**src/rtl/ffpa_pkg.sv**
```systemverilog
// ffpa_pkg: shared types, constants and codes of the first-fit page allocator.
// No dependencies.
`default_nettype none
package ffpa_pkg;

    localparam int PROCESSES_DEF  = 8;
    localparam int MAX_BLOCKS_DEF = 32;
    localparam int PAGE_BYTES_DEF = 4096;

    localparam logic [32:0] WINDOW_BYTES = 33'h0_2000_0000;
    localparam logic [32:0] ADDR_TOP     = 33'h1_0000_0000;

    // register word index (paddr[2])
    localparam logic [0:0] REG_HEAP_BASE = 1'b0;
    localparam logic [0:0] REG_USER_MASK = 1'b1;

    typedef enum logic [1:0] {
        ST_GRANTED  = 2'd0,
        ST_NOT_USER = 2'd1,
        ST_NO_ROOM  = 2'd2,
        ST_FULL     = 2'd3
    } t_status;

    typedef enum logic [1:0] {
        S_IDLE,
        S_CHECK,
        S_WAIT,
        S_RESULT
    } t_state;

    typedef struct packed {
        logic [2:0]  process_id;
        logic [29:0] request_bytes;
    } t_in;

    typedef struct packed {
        logic [1:0]  status;
        logic [31:0] start_address;
        logic [17:0] pages_granted;
    } t_out;

    // candidate travelling down the cell row
    typedef struct packed {
        logic        valid;
        logic        hit;
        logic [32:0] cand;
    } t_wave;

    // slot write broadcast to all cells
    typedef struct packed {
        logic        en;
        logic [5:0]  pidx;
        logic [7:0]  slot;
        logic [31:0] start;
        logic [32:0] end_addr;
    } t_wr;

endpackage
`default_nettype wire

```
**src/rtl/ffpa_cell.sv**
```systemverilog
// ffpa_cell: one table slot for every process; checks the passing candidate
// against its block and hands it on. Depends on ffpa_pkg.
`default_nettype none
module ffpa_cell #(
    parameter int PROCESSES = ffpa_pkg::PROCESSES_DEF,
    parameter int IDX       = 0
) (
    input  wire logic            i_clk,
    input  wire logic            i_rst_n,
    input  wire logic [5:0]      i_pidx,
    input  wire logic [30:0]     i_size,
    input  wire ffpa_pkg::t_wr   i_wr,
    input  wire ffpa_pkg::t_wave i_wave,
    output ffpa_pkg::t_wave      o_wave
);
    localparam int PW = (PROCESSES > 1) ? $clog2(PROCESSES) : 1;

    logic [31:0]          r_start [PROCESSES];
    logic [32:0]          r_end   [PROCESSES];
    logic [PROCESSES-1:0] r_live;
    ffpa_pkg::t_wave      r_wave;
    ffpa_pkg::t_wave      n_wave;

    logic [PW-1:0] w_sel;
    logic [PW-1:0] w_rd;
    logic [33:0]   w_top;
    logic          w_ovl;

    assign w_sel = i_wr.pidx[PW-1:0];
    assign w_rd  = i_pidx[PW-1:0];
    assign w_top = {1'b0, i_wave.cand} + {3'b000, i_size};
    assign w_ovl = r_live[w_rd] &&
                   !(w_top <= {2'b00, r_start[w_rd]} || {1'b0, i_wave.cand} >= {1'b0, r_end[w_rd]});

    always_comb begin
        n_wave = i_wave;
        if (i_wave.valid && !i_wave.hit && w_ovl) begin
            n_wave.hit  = 1'b1;
            n_wave.cand = r_end[w_rd];
        end
    end

    always_ff @(posedge i_clk) begin
        if (!i_rst_n) begin
            r_live       <= '0;
            r_wave.valid <= 1'b0;
        end else begin
            r_wave.valid <= n_wave.valid;
            if (i_wr.en && i_wr.slot == 8'(IDX)) begin
                r_live[w_sel] <= 1'b1;
            end
        end
        r_wave.hit  <= n_wave.hit;
        r_wave.cand <= n_wave.cand;
        if (i_wr.en && i_wr.slot == 8'(IDX)) begin
            r_start[w_sel] <= i_wr.start;
            r_end[w_sel]   <= i_wr.end_addr;
        end
    end

    assign o_wave = r_wave;

    // a hit always moves the candidate strictly forward
    a_fwd: assert property (@(posedge i_clk) disable iff (!i_rst_n)
        (i_wave.valid && !i_wave.hit && w_ovl) |=> (r_wave.cand > $past(i_wave.cand)))
        else $error("cell hit did not advance candidate");
    a_hold: assert property (@(posedge i_clk) disable iff (!i_rst_n)
        (i_wave.valid && i_wave.hit) |=> (r_wave.hit && r_wave.cand == $past(i_wave.cand)))
        else $error("earlier hit altered in cell");
    a_vpass: assert property (@(posedge i_clk) disable iff (!i_rst_n)
        i_wave.valid |=> r_wave.valid)
        else $error("wave lost in cell");

endmodule
`default_nettype wire

```
**config.mk**
```make
export PLATFORM = sky130hd
export DESIGN_NAME = ffpa_cell
export DESIGN_NICKNAME = d
export VERILOG_FILES = /design/src/rtl/ffpa_pkg.sv /design/src/rtl/ffpa_cell.sv
export SDC_FILE = /design/constraint.sdc
export NUM_CORES = 1
export LEC_CHECK = 0
export BUFFER_PORTS_ARGS = -buffer_cell sky130_fd_sc_hd__buf_2
export CAP_MARGIN = 20
export CORE_MARGIN = 5
export CORE_UTILIZATION = 46
export DETAILED_ROUTE_END_ITERATION = 12
export SYNTH_ARGS = -nofsm -noshare
export SYNTH_HDL_FRONTEND = slang
export SYNTH_SLANG_ARGS = --single-unit
```
**constraint.sdc**
```tcl
create_clock -name i_clk -period 8.5 [get_ports i_clk]
set_input_delay 0.425 -clock i_clk [delete_from_list [all_inputs] [get_ports i_clk]]
set_output_delay 0.425 -clock i_clk [all_outputs]
set_load 0.01 [all_outputs]
```
Word-level counts from Yosys, hierarchy flattened
Memory sizes are Yosys's and may differ from the RTL's.
Cells that the tools add are included.
{ "classes": {"order_cmp": 5, "n_reduce_logical": 9, "n_addsub": 1, "bitwise_logic": 1, "n_mux": 7} }
{ "op_table": {"columns": ["cell", "count"], "rows": [
  ["adder 33 x 31 -> 34 bit", 1],
  ["<= comparator 34 x 32 -> 1 bit", 1],
  [">= comparator 33 bit", 1],
  ["2-to-1 mux 33 bit", 1],
  ["logical NOT 8 bit", 1],
  ["less-than comparator 3 x 4 -> 1 bit (second input constant)", 2],
  ["OR 8 bit", 1],
  ["logical AND 1 bit", 5],
  ["2-to-1 mux 1 bit", 4],
  ["binary-select mux 1 bit (select 3 bit)", 1],
  ["demux 1 bit (select 3 bit)", 1],
  [">= comparator 3 x 1 -> 1 bit (second input constant)", 1],
  ["logical NOT 1 bit", 2],
  ["logical OR 1 bit", 1]
]} }
{ "totals": {"output_inout_bits": 35, "mem_count": 2, "mem_bits_rw": 520, "regBits": 43, "inputBits": 154} }
{ "mem_list": {"columns": ["memory", "depth", "word_bits", "read_ports", "rd_clocked_by_memory_dff", "write_ports", "line_no", "rtl"], "rows": [
  ["r_end", 8, 33, 1, 0, 1, "ffpa_cell.sv:19", "logic [32:0] r_end [PROCESSES];"],
  ["r_start", 8, 32, 1, 0, 1, "ffpa_cell.sv:18", "logic [31:0] r_start [PROCESSES];"]
]} }

Logic depth before layout (Yosys ltp)
Gate-level depths: netlist of the first run.
{ "logic_depth": {"word_depth": 7, "depth_mapped": 23, "ltp_nobuf": 22} }

Least setup slack after synthesis of the first run
No wires, ideal clock.
{ "synth_path": {"kind": "input -> register", "startpoint": "input port i_wr[67] (netlist bit)", "endpoint": "memory r_end[0][0], enable pin", "arrival_time_ns": 5.446, "cell_stages": 3, "slack_ns": 2.483, "required_ns": 7.929, "setup_ns": 0.571, "cell_sequence": "nor4_1 -> nand4b_1 -> nor3_1"} }
{ "synth_between": {"elab_chain_cells": 4} }
{ "synth_lines": {"columns": ["element", "line_no", "rtl"], "rows": [
  ["start: declaration", "ffpa_cell.sv:12", "input wire ffpa_pkg::t_wr i_wr,"],
  ["logical NOT 8 bit", "ffpa_cell.sv:55", "if (i_wr.en && i_wr.slot == 8'(IDX)) begin"],
  ["logical AND 1 bit", "ffpa_cell.sv:55", null],
  ["2-to-1 mux 1 bit", "ffpa_cell.sv:55", null],
  ["2-to-1 mux 1 bit (not written as such)", "ffpa_cell.sv:57", "r_end[w_sel] <= i_wr.end_addr;"],
  ["end: declaration", "ffpa_cell.sv:19", null]
]} }
No other way between the ends.

==> results.toml, run 1 <==
[cells_and_area]
fillers = 4190
multi_input_area_sq_mm = 0.007218
register_area_sq_mm = 0.01648
drive_gt1_frac = 0.2809
layout.nets = 1767
syn2layout_area_growth_pct = 14.96

[detailed_routing]
wl_um = 55770
drt_iter0_drc = 988
vias = 12590
drc_errors = 0
routedWlPerCell_um = 24.83
drt-vias-per-instance = 5.604
antenna_left = 0
first_pass_iters = 5

[floorplanning]
placementRows = 83
dieHeight_um = 238.7
core_region_area_sq_mm = 0.05151
initial_core_util = 0.4669
fp.dieArea_sq_mm = 0.05696
io_pins = 189
dieWidth_um = 238.7

[yosys]
synth_enable_flop_cells = 520
synth.ff_latch_count = 563
synthesis.area_sq_mm = 0.02405
syn_nets = 1544
ys.warnings.count = 0
ys_seq_area_frac = 0.6850
yosysUniqueCellTypes = 67
async_reset_ff_frac = 0
syn_area_per_cell_sq_um = 18.60
synth_top_flop_cell = "edfxtp_1"
syn_inst = 1293

[clock_network]
clk_latency_ps = 610
cts_inserted_buffers = 58
postCtsHoldBufs = 0
cts.path.max_buffers = 3
cts.htree.levels = 2
clk_pin_slew_ps = 60
clockRootBuffer = "clkbuf_16"
cts_resized = 0
post_cts_buffers = 0
cts_num_sinks = 563
tritoncts = "yes"

[flow_run]
cap_viol_max_count = 0

[timing]
hold_violations = 0
setup_viol = 0
min_period_ps = 5598
whs_ps = 80.09
setup-tns-final_ps = 0
skew_ps = 33.76
tightest_slew_ps = 938.9
fmax_ghz = 0.1786
grt_setup_unrepaired = "false"
min_period_over_period = 0.6586
slew_headroom = 0.3741
slew_viol_final = 0

[global_routing]
grt_pass1_vias = 13120
grt_pass1_wl_um = 82610
grt_overflow = 0
gr-usage-all-layers = 0.1951
grt_max_degree = 70
antenna_found_initial = 13

[min_path]
min_path_type = "in2reg"
whs_path_depth = 2

[place]
dpl.hpwl_um = 35450
portBuffers = 182
place_congestion = 0.8200

[pwr]
sw_frac_of_total = 0.2167
p_leak_nw = 9.786
clockPowerShare = 0.403
seqPwrFrac = 0.510
combPwrFrac = 0.087
power.internal_mw = 4.663
switchingPower_mw = 1.290
power.density_mw_per_mm2 = 215.3
peakVddDrop_mv = 0.1535

[setup_path]
cp-end-kind = "flip-flop"
start_kind = "primary input"
crit_path_max_fanout = 23
crit_type = "in2reg"
ff2ff_path_depth = 13
arrival_ps = 6100
crit_required_ps = 9000

[outcome]
status = "finished, final reports clean"
cell type report:
| cell class | count | share of cell area |
|---|---|---|
| flip-flops and latches | 563 | 0.5959 |
| clock inverters | 21 | 0.007376 |
| diodes | 7 | 0.0006335 |
| well taps | 680 | 0.03077 |
| clock buffers | 82 | 0.05724 |
| multi-input cells | 639 | 0.2611 |
| inverters | 47 | 0.006380 |
| repair buffers | 207 | 0.04068 |
through the flow:
step,utilization,power [mW],setup slack (ps),cell area (sq um),std cells
floorplan,-,3.430,2483,24050,1293
finish,0.5368,5.953,2902,27650,2246
detailed placement,0.5018,3.617,2326,25850,2136
global route,0.5366,6.185,2457,27640,2241
global placement,0.5018,3.608,2354,25850,2136
CTS,0.5365,6.020,2972,27630,2239
worst max-delay path: stages:
cell	delay, ps
buf_2	110
ha_1	180
inv_1	60
fa_1	400
and2b_1	240
o211ai_2	110
a21oi_1	400
o2111ai_2	250
a211oi_4	460
o21bai_1	130
a21oi_1	270
nor2_1	110
ha_1	300
nand4_1	110
nor4b_1	630
a21oi_1	140
a21o_1	230
o221a_4	130
a21oi_4	500
buf_4	520
mux2_4	340
cells in the final DEF, fill, tap and decap left out, types with 9 or more instances in the layout:
master     netlist  final
mux4_2         132    132
o21ai_0         24     24
o21a_1          14     14
nand3_1         11     11
clkinv_1         0      9
clkbuf_16        0     59
nor2_1          33     27
nand2_1         30     30
xnor2_1         18     18
buf_2           13    179
mux2i_1         95     95
dfxtp_1         43     43
a21oi_1         47     47
ha_1            96     96
buf_4            1     26
inv_1           47     47
clkbuf_1        21     21
a21o_1          24     24
nand4_1         12     12
edfxtp_1       520    520
path summary, 6_finish.rpt:
| path | from | endpoint | slack, ps |
|---|---|---|---|
| setup reg to reg | r_end[4][2]$_DFFE_PP_ | o_wave[0]$_DFF_P_ | 4210 |
| hold reg to reg | r_live[3]$_SDFFE_PN0P_ | r_live[3]$_SDFFE_PN0P_ | 460 |
| hold / removal | i_wave[33] | o_wave[33]$_SDFF_PP1_ | 80 |
| setup / recovery | i_wave[0] | o_wave[0]$_DFF_P_ | 2900 |
power groups by stage:
stage | sequential, mW | combinational (mW) | clock (mW)
final | 3.03 | 0.521 | 2.40
after global routing | 3.03 | 0.582 | 2.57
after CTS | 3.03 | 0.527 | 2.46
after detailed placement | 3.09 | 0.524 | 0
after global placement | 3.09 | 0.515 | 0
after floorplan | 3.10 | 0.331 | 0
routing by layer:
metal | wire (um) | track usage
met1 | 24350 | 0.2782
met2 | 26350 | 0.3043
met3 | 3946 | 0.04845
met4 | 1075 | 0.05270
met5 | 56 | 0
registers in the layout (all words and copies together), names as in the netlist:
name     flops
r_end      264
r_start    256
o_wave      35
r_live       8
synthesized netlist by cell type (2+ instances only):
cell type,number,area (sq um)
xnor2_1,18,157.7
nor4_2,2,25.02
nand4_1,12,75.07
o21a_1,14,105.1
clkbuf_2,2,10.01
a31oi_1,6,37.54
xor2_1,7,61.31
mux2_2,3,33.78
a221oi_1,4,35.03
a211oi_1,7,52.55
ha_1,96,1201
dfxtp_1,43,860.8
a21oi_1,47,235.2
a21boi_0,2,15.01
clkbuf_1,21,78.83
inv_1,47,176.4
nand3_1,11,55.05
nor2b_1,5,31.28
and2_1,2,12.51
nor3_1,9,45.04
or3_1,3,18.77
o211ai_1,2,15.01
a21o_1,24,180.2
edfxtp_1,520,15610
nor4_1,2,12.51
o21ai_0,24,120.1
mux4_2,132,2973
a22oi_1,2,15.01
buf_12,3,60.06
mux2i_1,95,950.9
buf_1,4,15.01
o2111ai_1,4,35.03
nand2_1,30,112.6
o21bai_1,5,37.54
nor2_1,33,123.9
and3_1,4,25.02
buf_2,13,65.06
nand2b_1,4,25.02
and4_1,3,26.28
logic make-up after synthesis:
| family | Yosys count | synth area share |
|---|---|---|
| xor gates and xnor gates | 25 | 0.009104 |
| DFF | 563 | 0.6850 |
| muxes | 231 | 0.1652 |
| buffers and inverters | 91 | 0.01717 |
| and+or+nand+nor | 128 | 0.02783 |
| adders and majority gates | 97 | 0.05077 |
| AOI/OAI and AO/OA | 158 | 0.04495 |
(Power assumes the default switching activity.)
==> run 2: changes to the inputs <==
--- a/config.mk
+++ b/config.mk
@@ -5,6 +5,7 @@
 export SDC_FILE = /design/constraint.sdc
 export NUM_CORES = 1
 export LEC_CHECK = 0
+export ABC_AREA = 1
 export BUFFER_PORTS_ARGS = -buffer_cell sky130_fd_sc_hd__buf_2
 export CAP_MARGIN = 20
 export CORE_MARGIN = 5
==> constraint.sdc (replaced) <==
create_clock -name i_clk -period 5.75 [get_ports i_clk]
set_input_delay 0.2875 -clock i_clk [delete_from_list [all_inputs] [get_ports i_clk]]
set_output_delay 0.2875 -clock i_clk [all_outputs]
set_load 0.01 [all_outputs]
==> run 2 against run 1 <==
Clock skew decreased by 2.7 ps. Setup slack got worse by 1800 ps. Sequential share of layout area decreased by 3.6 points. Largest power group unchanged. Highest routed layer unchanged.
==> results.toml, run 2 <==
[global_routing]
antenna_found_initial = 3
grt_overflow = 0
gr-usage-all-layers = 0.2187
grt_max_degree = 82
grt_pass1_vias = 17050
grt_pass1_wl_um = 100600

[cells_and_area]
top_register = "r_end"
layout.nets = 2683
largest_reg_flops = 264
layout_common_cells = "520 x edfxtp_1, 341 x nor2_1, 341 x o21ai_0, 214 x nand2_1, 180 x buf_2"
syn2layout_area_growth_pct = 18.45
final_cell_area_sq_mm = 0.02945
drive_gt1_frac = 0.1459
mostFrequentLayoutCell = "edfxtp_1"

[floorplanning]
initial_core_util = 0.4630
dieHeight_um = 242.5
dieWidth_um = 242.5
io_pins = 189
fp.dieArea_sq_mm = 0.05880
placementRows = 85
core_region_area_sq_mm = 0.05371

[clock_network]
clk_pin_slew_ps = 60
cts.htree.levels = 2
cts_num_sinks = 563
cts_inserted_buffers = 57
cts.path.max_buffers = 3
tritoncts = "yes"
clockRootBuffer = "clkbuf_16"
post_cts_buffers = 0
clk_latency_ps = 620

[timing]
setup-tns-final_ps = 0
min_period_over_period = 0.8143
setup_viol = 0
min_period_ps = 4682
skew_ps = 31.05
slew_viol_final = 0
fmax_ghz = 0.2136
tightest_slew_ps = 1077
slew_headroom = 0.2823
hold_violations = 0
grt_setup_unrepaired = "false"

[yosys]
async_reset_ff_frac = 0
synthTopCellsByCount = "520 x edfxtp_1, 349 x nor2_1, 341 x o21ai_0"
syn_nets = 2417
synthesis.area_sq_mm = 0.02487
synth_top_flop_cell = "edfxtp_1"
ys_seq_area_frac = 0.6626
ys.warnings.count = 0
synthTopCellsByArea = "edfxtp_1 63%, o21ai_0 6.9%, nor2_1 5.3%"
synth.most_common_cell = "edfxtp_1"
synth.ff_latch_count = 563
yosysTopAreaCell = "edfxtp_1"
syn_area_per_cell_sq_um = 11.48
synth_enable_flop_cells = 520
netlist.area_leader.share = 0.6280
syn_inst = 2166
yosysUniqueCellTypes = 48

[pwr]
power.density_mw_per_mm2 = 312.1
p_leak_nw = 10.88
peakVddDrop_mv = 0.2069

[setup_path]
crit_path_max_fanout = 34
cpPeakStageDelay_ps = 530
crit_path_top_delay_cell = "dlygate4sd3_1"
crit_family = "simple AND/OR/NAND/NOR gates"
start_kind = "primary input"
r2r-end = "o_wave[0]$_DFF_P_"
crit_type = "in2reg"
cp_num_buf_inv = 4
ff2ff_path_depth = 17
r2r_slack_ps = 2200
crit_top_cell = "nand2_1"
rr_startpoint = "r_end[6][10]$_DFFE_PP_"
cp_num_cells = 29
cp-end-kind = "flip-flop"
endpoint = "o_wave[2]$_DFF_P_"
crit_required_ps = 6260
critPathLaunch = "i_wave[0]"
arrival_ps = 5190

[detailed_routing]
drc_errors = 0
vias = 17580
routedWlPerCell_um = 20.75
drt_iter0_drc = 1614
drt-vias-per-instance = 5.531
wl_um = 65970
antenna_left = 0
first_pass_iters = 5

[min_path]
min_path_type = "in2reg"

[place]
place_congestion = 0.8833
portBuffers = 182
place_area_sq_mm = 0.02653
dpl.hpwl_um = 40950

[outcome]
status = "finished, final reports clean"

[flow_run]
cap_viol_max_count = 0
[run 2: what timing repair did]
item,in CTS,in global routing
hold buffers,102,0
resized for setup,0,0
hold endpoints to repair,556,0
[run 2: per-stage QoR]
step	setup slack (ps)	instances	util	power [mW]	hold slack [ps]
after floorplan	1675	2166	-	5.176	381.0
after global placement	1133	2967	0.4940	5.494	449.8
after detailed placement	1050	2967	0.4940	5.520	460.8
after CTS	1182	3177	0.5483	9.253	231.0
after global routing	789.2	3179	0.5484	9.551	282.7
final	1068	3179	0.5484	9.192	250.3
[run 2: cell families (layout without fill, tap and decap cells)]
logic type | count (synthesis) | after routing | share of synthesized area
AND/OR/NAND/NOR | 674 | 674 | 0.1116
AO/OA/AOI/OAI | 568 | 568 | 0.1275
flip-flops | 563 | 563 | 0.6626
buffers and inverters | 235 | 550 | 0.03895
adder cells (fa/ha/maj) | 97 | 97 | 0.04911
XOR/XNOR | 29 | 29 | 0.01021
other | 0 | 2 | 0
[run 2: metal layers]
metal	global-route usage	routed length [um]	up-vias
met5	0	11	-
met4	0.06042	1504	2
met3	0.03795	4642	100
met2	0.3431	29980	619
met1	0.3177	29830	8524
li1	-	-	8339
[run 2: final cells by class]
| class | count | area, sq um |
|---|---|---|
| clock inverter | 27 | 242.7 |
| tap | 696 | 870.8 |
| timing repair buffer | 316 | 2243 |
| multi-input combinational | 1368 | 7481 |
| antenna | 2 | 5.005 |
| clock buffer | 81 | 1655 |
| inverter | 126 | 479.2 |
| sequential | 563 | 16480 |
| fill | 4460 | 24250 |
[run 2: worst reg2reg max path: cells and delay by family, from the launching register on]
family	cells	cell delay, ps
fa+ha+maj	1	310
buf+inv	4	570
flops	1	320
compound gates	6	1520
simple gates	6	770
[run 2: where the power goes]
| part | leakage, nW | switching [mW] | internal (mW) |
|---|---|---|---|
| combinational | 4.92 | 0.639 | 0.364 |
| clock | 0.932 | 1.52 | 2.18 |
| sequential | 5.03 | 0.00756 | 4.49 |
| total | 10.9 | 2.16 | 7.03 |
[run 2: worst min-delay path by stage]
| stage | startpoint | to | cells after the start |
|---|---|---|---|
| 2_1_floorplan | i_wave[34] | o_wave[34]$_SDFF_PN0_ | 2 |
| 3_3_place_gp | r_live[3]$_SDFFE_PN0P_ | r_live[3]$_SDFFE_PN0P_ | 2 |
| 3_5_place_dp | r_live[3]$_SDFFE_PN0P_ | r_live[3]$_SDFFE_PN0P_ | 2 |
| 4_1_cts | i_wr[75] | r_start[3][20]$_DFFE_PP_ | 3 |
| 5_1_grt | i_wr[75] | r_start[2][23]$_DFFE_PP_ | 3 |
| 6_report | i_wr[75] | r_start[3][23]$_DFFE_PP_ | 3 |
==> run 3: changes to the inputs <==
--- a/config.mk
+++ b/config.mk
@@ -5,12 +5,13 @@
 export SDC_FILE = /design/constraint.sdc
 export NUM_CORES = 1
 export LEC_CHECK = 0
-export ABC_AREA = 1
+export ABC_AREA = 0
 export BUFFER_PORTS_ARGS = -buffer_cell sky130_fd_sc_hd__buf_2
 export CAP_MARGIN = 20
 export CORE_MARGIN = 5
 export CORE_UTILIZATION = 46
 export DETAILED_ROUTE_END_ITERATION = 12
+export PLACE_DENSITY = 0.66
 export SYNTH_ARGS = -nofsm -noshare
 export SYNTH_HDL_FRONTEND = slang
 export SYNTH_SLANG_ARGS = --single-unit
==> constraint.sdc (replaced) <==
create_clock -name i_clk -period 4.05 [get_ports i_clk]
set_input_delay 0.2025 -clock i_clk [delete_from_list [all_inputs] [get_ports i_clk]]
set_output_delay 0.2025 -clock i_clk [all_outputs]
set_load 0.01 [all_outputs]
==> run 3 against run 2 <==
Register-to-register slack got worse by 1800 ps. Highest routed layer unchanged. Wire length is 12% lower. Sequential cell count did not move. Global-route usage decreased by 1.5 points. Total power up 41%.
==> results.toml, run 3 (synthesis gave the netlist of run 1 again) <==
[cells_and_area]
register_area_sq_mm = 0.01648
mostFrequentLayoutCell = "edfxtp_1"
largest_reg_flops = 264
fin_cells = 2477
fillers = 3965
layout.nets = 1998
drive_gt1_frac = 0.3411
layout_common_cells = "520 x edfxtp_1, 179 x buf_2, 147 x buf_4, 132 x mux4_2, 97 x dlygate4sd3_1"
final_cell_area_sq_mm = 0.03005
multi_input_area_sq_mm = 0.007375
top_register = "r_end"
syn2layout_area_growth_pct = 24.92

[timing]
grt_setup_unrepaired = "true"
min_period_over_period = 0.9605
skew_ps = 30.04
setup_viol = 0
tightest_slew_ps = 961.2
slew_viol_final = 0
fmax_ghz = 0.2571
hold_violations = 0
min_period_ps = 3890
slew_headroom = 0.3592

[flow_run]
cap_viol_max_count = 0

[detailed_routing]
antenna_left = 0
drc_errors = 0
drt-vias-per-instance = 5.528
first_pass_iters = 5
drt_iter0_drc = 1062
routedWlPerCell_um = 23.47
wl_um = 58120
vias = 13690

[global_routing]
antenna_found_initial = 7
grt_max_degree = 67
grt_pass1_vias = 14500
grt_pass1_wl_um = 87640
gr-usage-all-layers = 0.2038
grt_overflow = 0

[floorplanning]
fp.dieArea_sq_mm = 0.05696
dieWidth_um = 238.7
dieHeight_um = 238.7
placementRows = 83
initial_core_util = 0.4669
io_pins = 189
core_region_area_sq_mm = 0.05151

[setup_path]
arrival_ps = 4430
ff2ff_path_depth = 16
cp-end-kind = "flip-flop"
start_kind = "primary input"
cpPeakStageDelay_ps = 340
crit_path_top_delay_cell = "a22oi_1"
crit_top_cell = "buf_4"
crit_required_ps = 4590
r2r_slack_ps = 450
crit_type = "in2reg"
crit_chain = "buf_2 -> ha_1 -> buf_4 -> a21oi_1 -> o211ai_1 -> a22oi_1 -> nand3_2 -> nand3_1 -> o21a_1 -> o21ai_1 -> buf_4 -> xnor2_1 -> ha_1 -> nand4_1 -> nor4b_2 -> buf_4 -> a21oi_1 -> a21o_1 -> o221a_4 -> a21oi_4 -> buf_12 -> buf_4 -> mux2i_1"
crit_path_max_fanout = 13

[pwr]
power.density_mw_per_mm2 = 431.3
peakVddDrop_mv = 0.3827
p_leak_nw = 10.96

[clock_network]
cts_num_sinks = 563
clk_latency_ps = 610
tritoncts = "yes"
cts.htree.levels = 2
clockRootBuffer = "clkbuf_16"
cts.path.max_buffers = 3
cts_inserted_buffers = 57
clk_pin_slew_ps = 60

[place]
place_congestion = 0.8640
placed_cells = 2266
portBuffers = 182
place_area_sq_mm = 0.02703
dpl.hpwl_um = 37780

[min_path]
min_path_type = "in2reg"
whs_path_depth = 4

[outcome]
status = "finished, final reports clean"
==> run 3: worst paths after layout <==
| path | from | end |
|---|---|---|
| max reg2reg | r_end[3][2]$_DFFE_PP_ | o_wave[4]$_DFF_P_ |
| min | i_wave[16] | o_wave[16]$_DFF_P_ |
| max | i_size[9] | o_wave[4]$_DFF_P_ |
| min reg2reg | r_live[5]$_SDFFE_PN0P_ | r_live[5]$_SDFFE_PN0P_ |
==> run 3: area by class of cell <==
class	count	share of cell area
Antenna cell	3	0.0002499
Inverter	47	0.005872
Clock buffer	68	0.04918
Tap cell	680	0.02832
Multi-Input combinational cell	639	0.2454
Clock inverter	38	0.01328
Timing Repair Buffer	439	0.1093
Sequential cell	563	0.5483
==> run 3: worst max-delay path: cells and delay by family <==
kind	cells	cell delay (ps)
AO/OA/AOI/OAI	9	1690
buffers and inverters	6	920
AND/OR/NAND/NOR	4	660
adder cells (fa/ha/maj)	2	610
multiplexers	1	200
XOR/XNOR	1	120
==> run 3: metrics by stage <==
step	setup WS (ps)	total power, mW	hold slack, ps	util	setup TNS (ps)
floorplan	3.500	7.200	301.4	-	0
global placement	-535.0	7.723	424.9	0.5248	-16460
detailed placement	-568.4	7.750	433.7	0.5248	-17210
CTS	37.96	13.04	2.267	0.5801	0
global route	-6.348	13.43	20.75	0.5833	-6.348
finish	160.0	12.96	20.13	0.5833	0
==> run 3: routing by layer <==
metal,track usage,up-vias,share of wire
met5,0,-,0.00072
met4,0.04087,8,0.014
met3,0.04672,66,0.078
met2,0.3262,470,0.48
met1,0.2920,6954,0.43
li1,-,6195,-
==> run 3: what timing repair did <==
action                     in CTS  in global routing
gates resized for setup         0                 24
setup buffers                   0                  5
hold endpoints to repair      558                  0
setup endpoints to repair       0                 34
hold buffers                   97                  0
==> run 3: report_power, final <==
group	switching, mW	total (mW)	internal, mW
clock network	2.16	5.22	3.06
registers	0.00920	6.37	6.36
logic	0.706	1.37	0.663
